===== src/gcc_pkg.sv =====
// Shared types and codes for the greedy coin change block.
`default_nettype none

package gcc_pkg;

  localparam int OP_BITS = 2;

  localparam logic [OP_BITS-1:0] OP_ADD    = 2'd0;
  localparam logic [OP_BITS-1:0] OP_CHANGE = 2'd1;
  localparam logic [OP_BITS-1:0] OP_CLEAR  = 2'd2;

  typedef enum logic [6:0] {
    ST_IDLE     = 7'b0000001,
    ST_INS_RD   = 7'b0000010,
    ST_INS_CMP  = 7'b0000100,
    ST_INS_PUT  = 7'b0001000,
    ST_CHG_RD   = 7'b0010000,
    ST_CHG_LOAD = 7'b0100000,
    ST_CHG_DIV  = 7'b1000000
  } state_t;

endpackage

`default_nettype wire


===== src/gcc_divider.sv =====
// Bit-serial restoring divider: one quotient bit per cycle.
`default_nettype none

module gcc_divider #(
  parameter int VALUE_BITS = 16
) (
  input  wire logic                  clk,
  input  wire logic                  rst,
  input  wire logic                  start,
  input  wire logic [VALUE_BITS-1:0] dividend,
  input  wire logic [VALUE_BITS-1:0] divisor,
  output logic                       done,
  output logic [VALUE_BITS-1:0]      quotient,
  output logic [VALUE_BITS-1:0]      remainder
);

  localparam int STEP_BITS = $clog2(VALUE_BITS + 1);

  logic [VALUE_BITS-1:0] acc;
  logic [VALUE_BITS-1:0] quo;
  logic [VALUE_BITS-1:0] dsr;
  logic [STEP_BITS-1:0]  steps;
  logic                  active;
  logic [VALUE_BITS:0]   trial;
  logic [VALUE_BITS:0]   diff;
  logic                  fits;

  assign trial = {acc, quo[VALUE_BITS-1]};
  assign diff  = trial - {1'b0, dsr};
  assign fits  = trial >= {1'b0, dsr};

  always_ff @(posedge clk) begin
    if (rst) begin
      active <= 1'b0;
      done   <= 1'b0;
      steps  <= '0;
    end else begin
      done <= 1'b0;
      if (start) begin
        active <= 1'b1;
        steps  <= STEP_BITS'(VALUE_BITS);
        acc    <= '0;
        quo    <= dividend;
        dsr    <= divisor;
      end else if (active) begin
        acc   <= fits ? diff[VALUE_BITS-1:0] : trial[VALUE_BITS-1:0];
        quo   <= {quo[VALUE_BITS-2:0], fits};
        steps <= steps - 1'b1;
        if (steps == STEP_BITS'(1)) begin
          active <= 1'b0;
          done   <= 1'b1;
        end
      end
    end
  end

  assign quotient  = quo;
  assign remainder = acc;

endmodule

`default_nettype wire


===== src/greedy_coin_change.sv =====
// Top level of the greedy coin change block: sorted table and change walk.
//
// Command channel: a beat (op, denomination, amount) is taken at a clock edge
// with start high and busy low. Add keeps the table in ascending order by
// moving larger entries up one place, each through a read state and a
// compare state; the compare state, or the put state at the bottom of the
// table, writes the new value. An add of a zero denomination or to a full
// table is dropped. Clear empties the table; an unused op code is taken
// and dropped. Change walks the table from the largest entry down. Each
// entry passes through a read, a load and a divide state, the last waiting
// for the bit-serial divider to finish. Each entry yields one result
// beat on coin_value, coin_count, remaining and last, marked by strobe for
// one cycle; last is high on the final beat. An empty table yields one beat
// with coin_value 0 and coin_count 0 the cycle after the command.
// Results cannot be held off; the receiver takes every strobe beat.
// Reset empties the table and returns the block to idle.
`default_nettype none

module greedy_coin_change #(
  parameter int TABLE_DEPTH = 16,
  parameter int VALUE_BITS  = 16
) (
  input  wire logic                        clk,
  input  wire logic                        rst,
  input  wire logic                        start,
  output logic                             busy,
  input  wire logic [gcc_pkg::OP_BITS-1:0] op,
  input  wire logic [VALUE_BITS-1:0]       denomination,
  input  wire logic [VALUE_BITS-1:0]       amount,
  output logic                             strobe,
  output logic [VALUE_BITS-1:0]            coin_value,
  output logic [VALUE_BITS-1:0]            coin_count,
  output logic [VALUE_BITS-1:0]            remaining,
  output logic                             last
);

  localparam int ADDR_BITS = (TABLE_DEPTH > 1) ? $clog2(TABLE_DEPTH) : 1;
  localparam int CNT_BITS  = $clog2(TABLE_DEPTH + 1);

  gcc_pkg::state_t state;

  logic [VALUE_BITS-1:0] mem [TABLE_DEPTH];
  logic [VALUE_BITS-1:0] rd_data;
  logic                  mem_we;
  logic                  mem_re;
  logic [ADDR_BITS-1:0]  mem_waddr;
  logic [ADDR_BITS-1:0]  mem_raddr;
  logic [VALUE_BITS-1:0] mem_wdata;

  logic [CNT_BITS-1:0]   entry_count;
  logic [CNT_BITS-1:0]   pos;
  logic [CNT_BITS-1:0]   pos_dec;
  logic [VALUE_BITS-1:0] ins_val;
  logic [ADDR_BITS-1:0]  idx;
  logic [VALUE_BITS-1:0] left;
  logic [VALUE_BITS-1:0] coin;

  logic                  div_start;
  logic                  div_done;
  logic [VALUE_BITS-1:0] div_quo;
  logic [VALUE_BITS-1:0] div_rem;

  function automatic logic [ADDR_BITS-1:0] pos_from_count(input logic [CNT_BITS-1:0] cnt);
    logic [CNT_BITS-1:0] top;
    top = cnt - 1'b1;
    return top[ADDR_BITS-1:0];
  endfunction

  assign busy    = (state != gcc_pkg::ST_IDLE);
  assign pos_dec = pos - 1'b1;

  always_comb begin
    mem_we    = 1'b0;
    mem_re    = 1'b0;
    mem_waddr = pos[ADDR_BITS-1:0];
    mem_wdata = ins_val;
    mem_raddr = pos_dec[ADDR_BITS-1:0];
    div_start = 1'b0;
    unique case (state)
      gcc_pkg::ST_INS_RD: begin
        mem_re = 1'b1;
      end
      gcc_pkg::ST_INS_CMP: begin
        mem_we = 1'b1;
        if (rd_data > ins_val) begin
          mem_wdata = rd_data;
        end
      end
      gcc_pkg::ST_INS_PUT: begin
        mem_we = 1'b1;
      end
      gcc_pkg::ST_CHG_RD: begin
        mem_re    = 1'b1;
        mem_raddr = idx;
      end
      gcc_pkg::ST_CHG_LOAD: begin
        div_start = 1'b1;
      end
      default: begin
      end
    endcase
  end

  always_ff @(posedge clk) begin
    if (mem_we) begin
      mem[mem_waddr] <= mem_wdata;
    end
    if (mem_re) begin
      rd_data <= mem[mem_raddr];
    end
  end

  gcc_divider #(
    .VALUE_BITS(VALUE_BITS)
  ) u_divider (
    .clk      (clk),
    .rst      (rst),
    .start    (div_start),
    .dividend (left),
    .divisor  (rd_data),
    .done     (div_done),
    .quotient (div_quo),
    .remainder(div_rem)
  );

  always_ff @(posedge clk) begin
    if (rst) begin
      state       <= gcc_pkg::ST_IDLE;
      entry_count <= '0;
      strobe      <= 1'b0;
    end else begin
      strobe <= 1'b0;
      unique case (state)
        gcc_pkg::ST_IDLE: begin
          if (start) begin
            unique case (op)
              gcc_pkg::OP_ADD: begin
                if (denomination != '0 && entry_count < CNT_BITS'(TABLE_DEPTH)) begin
                  ins_val <= denomination;
                  pos     <= entry_count;
                  state   <= (entry_count == '0) ? gcc_pkg::ST_INS_PUT
                                                 : gcc_pkg::ST_INS_RD;
                end
              end
              gcc_pkg::OP_CHANGE: begin
                left <= amount;
                if (entry_count == '0) begin
                  strobe     <= 1'b1;
                  coin_value <= '0;
                  coin_count <= '0;
                  remaining  <= amount;
                  last       <= 1'b1;
                end else begin
                  idx   <= pos_from_count(entry_count);
                  state <= gcc_pkg::ST_CHG_RD;
                end
              end
              gcc_pkg::OP_CLEAR: begin
                entry_count <= '0;
              end
              default: begin
              end
            endcase
          end
        end
        gcc_pkg::ST_INS_RD: begin
          state <= gcc_pkg::ST_INS_CMP;
        end
        gcc_pkg::ST_INS_CMP: begin
          if (rd_data > ins_val) begin
            pos   <= pos_dec;
            state <= (pos == CNT_BITS'(1)) ? gcc_pkg::ST_INS_PUT : gcc_pkg::ST_INS_RD;
          end else begin
            entry_count <= entry_count + 1'b1;
            state       <= gcc_pkg::ST_IDLE;
          end
        end
        gcc_pkg::ST_INS_PUT: begin
          entry_count <= entry_count + 1'b1;
          state       <= gcc_pkg::ST_IDLE;
        end
        gcc_pkg::ST_CHG_RD: begin
          state <= gcc_pkg::ST_CHG_LOAD;
        end
        gcc_pkg::ST_CHG_LOAD: begin
          coin  <= rd_data;
          state <= gcc_pkg::ST_CHG_DIV;
        end
        gcc_pkg::ST_CHG_DIV: begin
          if (div_done) begin
            strobe     <= 1'b1;
            coin_value <= coin;
            coin_count <= div_quo;
            remaining  <= div_rem;
            last       <= (idx == '0);
            left       <= div_rem;
            if (idx == '0) begin
              state <= gcc_pkg::ST_IDLE;
            end else begin
              idx   <= idx - 1'b1;
              state <= gcc_pkg::ST_CHG_RD;
            end
          end
        end
        default: begin
          state <= gcc_pkg::ST_IDLE;
        end
      endcase
    end
  end

endmodule

`default_nettype wire


===== config.mk =====
export PLATFORM = sky130hd
export DESIGN_NAME = greedy_coin_change
export DESIGN_NICKNAME = d
export VERILOG_FILES = /design/src/gcc_pkg.sv /design/src/gcc_divider.sv /design/src/greedy_coin_change.sv
export SDC_FILE = /design/constraint.sdc
export NUM_CORES = 1
export LEC_CHECK = 0
export BUFFER_PORTS_ARGS = -buffer_cell sky130_fd_sc_hd__buf_2
export CORE_MARGIN = 5
export CORE_UTILIZATION = 40
export DETAILED_ROUTE_END_ITERATION = 10
export GPL_ROUTABILITY_DRIVEN = 1
export HOLD_SLACK_MARGIN = 0.05
export SLEW_MARGIN = 20
export SYNTH_ARGS = -nofsm -noshare
export SYNTH_HDL_FRONTEND = slang
export SYNTH_SLANG_ARGS = --single-unit

===== constraint.sdc =====
create_clock -name clk -period 11.5 [get_ports clk]
set_clock_uncertainty 0.15 [all_clocks]
set_input_delay 1.15 -clock clk [delete_from_list [all_inputs] [get_ports clk]]
set_output_delay 1.15 -clock clk [all_outputs]
set_load 0.005 [all_outputs]

==> results.yml <==
status:
  outcome: "complete, no violations"
global_routing:
  grt.overflow.total: 0
  use_met3: 0.0391
  grt_pass1_vias: 10200
  grt_pass1_wl_microns: 63300
  grt_max_degree: 58
  antenna_found_initial: 0
  grtUsageTotal: 0.168
  busiest_layer: "met2"
  grt_util_met1: 0.216
  use_met2: 0.288
worst_setup_path:
  end_kind: "flip-flop"
  timing.critical_path.mode_cell: "buf_4"
  slowest_stage: "buf_4"
  path_class: "reg2reg"
  cp_cell_sequence: "or3_1 > nor3_2 > nand3b_1 > o21ai_4 > buf_4 > buf_4 > mux4_2 > a22oi_1 > nand2_1"
  critical-path-top-delay-family: "buffers and inverters"
  cp_max_fo: 33
  required_ns: 11.65
  path_buf_inv: 2
  max_stage_delay_ns: 0.65
  worst_setup_path_start_kind: "flip-flop"
  arrival_ns: 4.47
finish:
  final_area_sq_um: 20800
  largest_reg_flops: 256
  layout_commonest_cell: "edfxtp_1"
  drive_gt1_frac: 0.238
  finish.net_count: 1317
  diodes: 0
  regMostFlops: "mem"
  areaGrowthSynthToFinish_pct: 16.2
  final_cell_mix: "410 x edfxtp_1, 98 x nand2_1, 87 x buf_2, 64 x mux4_2, 52 x nor2_1"
sta:
  slew_violations: 0
  rsz0062_at_grt: "no"
  finalSetupViolations: 0
  fin_crit_ns: 4.32
  hold_viol: 0
  final.setup.tns_ns: 0
  fmax_ghz: 0.232
  timing_worst_slew_pin_value_ns: 1.09
  fin_crit_sh: 0.375
  slew_headroom: 0.268
logic_synthesis:
  syn_area_per_cell_sq_um: 16.3
  synth_fp_nets: 1179
  synth_area_sq_um: 17900
  ys_seq_elements: 430
  netlist_instances: 1099
  ys_async_sr_fraction: 0
  synth_edf_count: 410
  synth_cell_types: 58
  synth.yosys.seq_area_share: 0.710
  synth_ff_type: "edfxtp_1"
  yosysWarningCount: 0
drt:
  ant_nets: 0
  wire_per_inst_microns: 22.6
  routed_wirelength_microns: 42100
  drc: 0
  via_per_inst: 5.39
  vias: 10000
  first_pass_iters: 5
  drt_iter0_drc: 785
clock_network:
  postCtsResizedCells: 0
  clockBufferDepth: 3
  cts_tree: "done"
  cts_buffers: 45
  post-cts-setup-buffer-count: 0
  worstSkewPairLatency_ns: 0.57
  htreeDepth: 2
  cts.sinks: 430
  clock-root-buffer: "clkbuf_16"
  hold_buffers: 0
  path_clk_slew_ns: 0.06
floorplan:
  coreArea_sq_um: 44200
  row_count: 77
  die_x_microns: 222
  die_area_sq_um: 49100
  start_util: 0.405
  die_height_microns: 222
  io_pins: 88
power_and_ir_drop:
  cellPowerDensity_nw_per_um2: 160
  p_leak_nw: 7.20
  ir_drop_v: 0.000110
min_path:
  hp-class: "reg2reg"
place:
  gp_congestion: 0.917
  port_buffers: 87
  place_area_sq_um: 19300
  dp_hpwl_microns: 26600
flow_run:
  maxCapViolCount: 0
==> through the flow <==
| stage | setup WS, ns | std cells | util | power, mW | hold slack (ns) |
|---|---|---|---|---|---|
| CTS | 7.07 | 1863 | 0.470 | 3.36 | 0.335 |
| detailed placement | 7.09 | 1782 | 0.437 | 1.91 | 0.326 |
| global route | 6.76 | 1863 | 0.470 | 3.44 | 0.353 |
| floorplan | 5.46 | 1099 | - | 1.85 | 0.294 |
| finish | 7.18 | 1863 | 0.470 | 3.32 | 0.335 |
| global placement | 7.22 | 1782 | 0.437 | 1.91 | 0.318 |
==> area by class of cell <==
| cell class | instances | area, sq um |
|---|---|---|
| Fill cell | 3781 | 23400 |
| Clock inverter | 21 | 241 |
| Timing Repair Buffer | 133 | 781 |
| Multi-Input combinational cell | 578 | 4930 |
| Tap cell | 592 | 741 |
| Sequential cell | 430 | 12700 |
| Inverter | 49 | 184 |
| Clock buffer | 60 | 1210 |
==> Yosys cell counts, types with 6 or more instances <==
master | n | area, sq um
nand2b_1 | 7 | 43.8
buf_2 | 6 | 30.0
nor3_1 | 20 | 100
a22oi_1 | 35 | 263
ha_1 | 42 | 526
nand3b_1 | 7 | 52.6
a211oi_1 | 10 | 75.1
dfxtp_1 | 20 | 400
mux4_2 | 64 | 1440
edfxtp_1 | 410 | 12300
o21ai_0 | 28 | 140
nand2_1 | 98 | 368
clkbuf_1 | 25 | 93.8
nand3_1 | 9 | 45.0
nor4_1 | 8 | 50.1
xnor2_1 | 15 | 131
nor2_1 | 60 | 225
mux2i_1 | 17 | 170
mux2_2 | 17 | 191
inv_1 | 49 | 184
xor2_1 | 7 | 61.3
a21o_1 | 13 | 97.6
a21oi_1 | 27 | 135
and2_1 | 33 | 206
==> path summary, 6_finish.rpt <==
path	from	endpoint	slack [ns]	cells past startpoint
max	state[0]	rd_data[1]	7.18	9
min	rd_data[9]	coin[9]	0.34	0
max reg2reg	state[0]	rd_data[1]	7.18	9
min reg2reg	rd_data[9]	coin[9]	0.34	0
==> kinds of logic (layout without fill, tap and decap cells) <==
| kind of cell | Yosys count | in the layout | share of synthesized area |
|---|---|---|---|
| xor gates and xnor gates | 22 | 22 | 0.0108 |
| AOI/OAI and AO/OA | 139 | 139 | 0.0513 |
| and+or+nand+nor | 276 | 276 | 0.0750 |
| buffers and inverters | 91 | 263 | 0.0220 |
| muxes | 98 | 98 | 0.101 |
| DFF | 430 | 430 | 0.710 |
| adders and majority gates | 43 | 43 | 0.0305 |
==> layer usage <==
layer	share of wire	vias to the layer above
met4	0.027	0
met5	0	-
met1	0.41	5101
li1	-	4535
met2	0.50	330
met3	0.068	68
==> power breakdown <==
part | internal, mW | switching (mW)
logic | 0.0609 | 0.0889
registers | 1.72 | 0.00795
clock network | 0.854 | 0.593
total | 2.63 | 0.690
==> worst register-to-register path, delay by kind of cell, from the launching register on <==
family | cells | cell delay, ns
and+or+nand+nor | 4 | 1.19
muxes | 1 | 0.60
buffers and inverters | 2 | 1.25
AOI/OAI and AO/OA | 2 | 0.51
DFF | 1 | 0.36
Note: power is estimated with default switching activity, not from simulation.
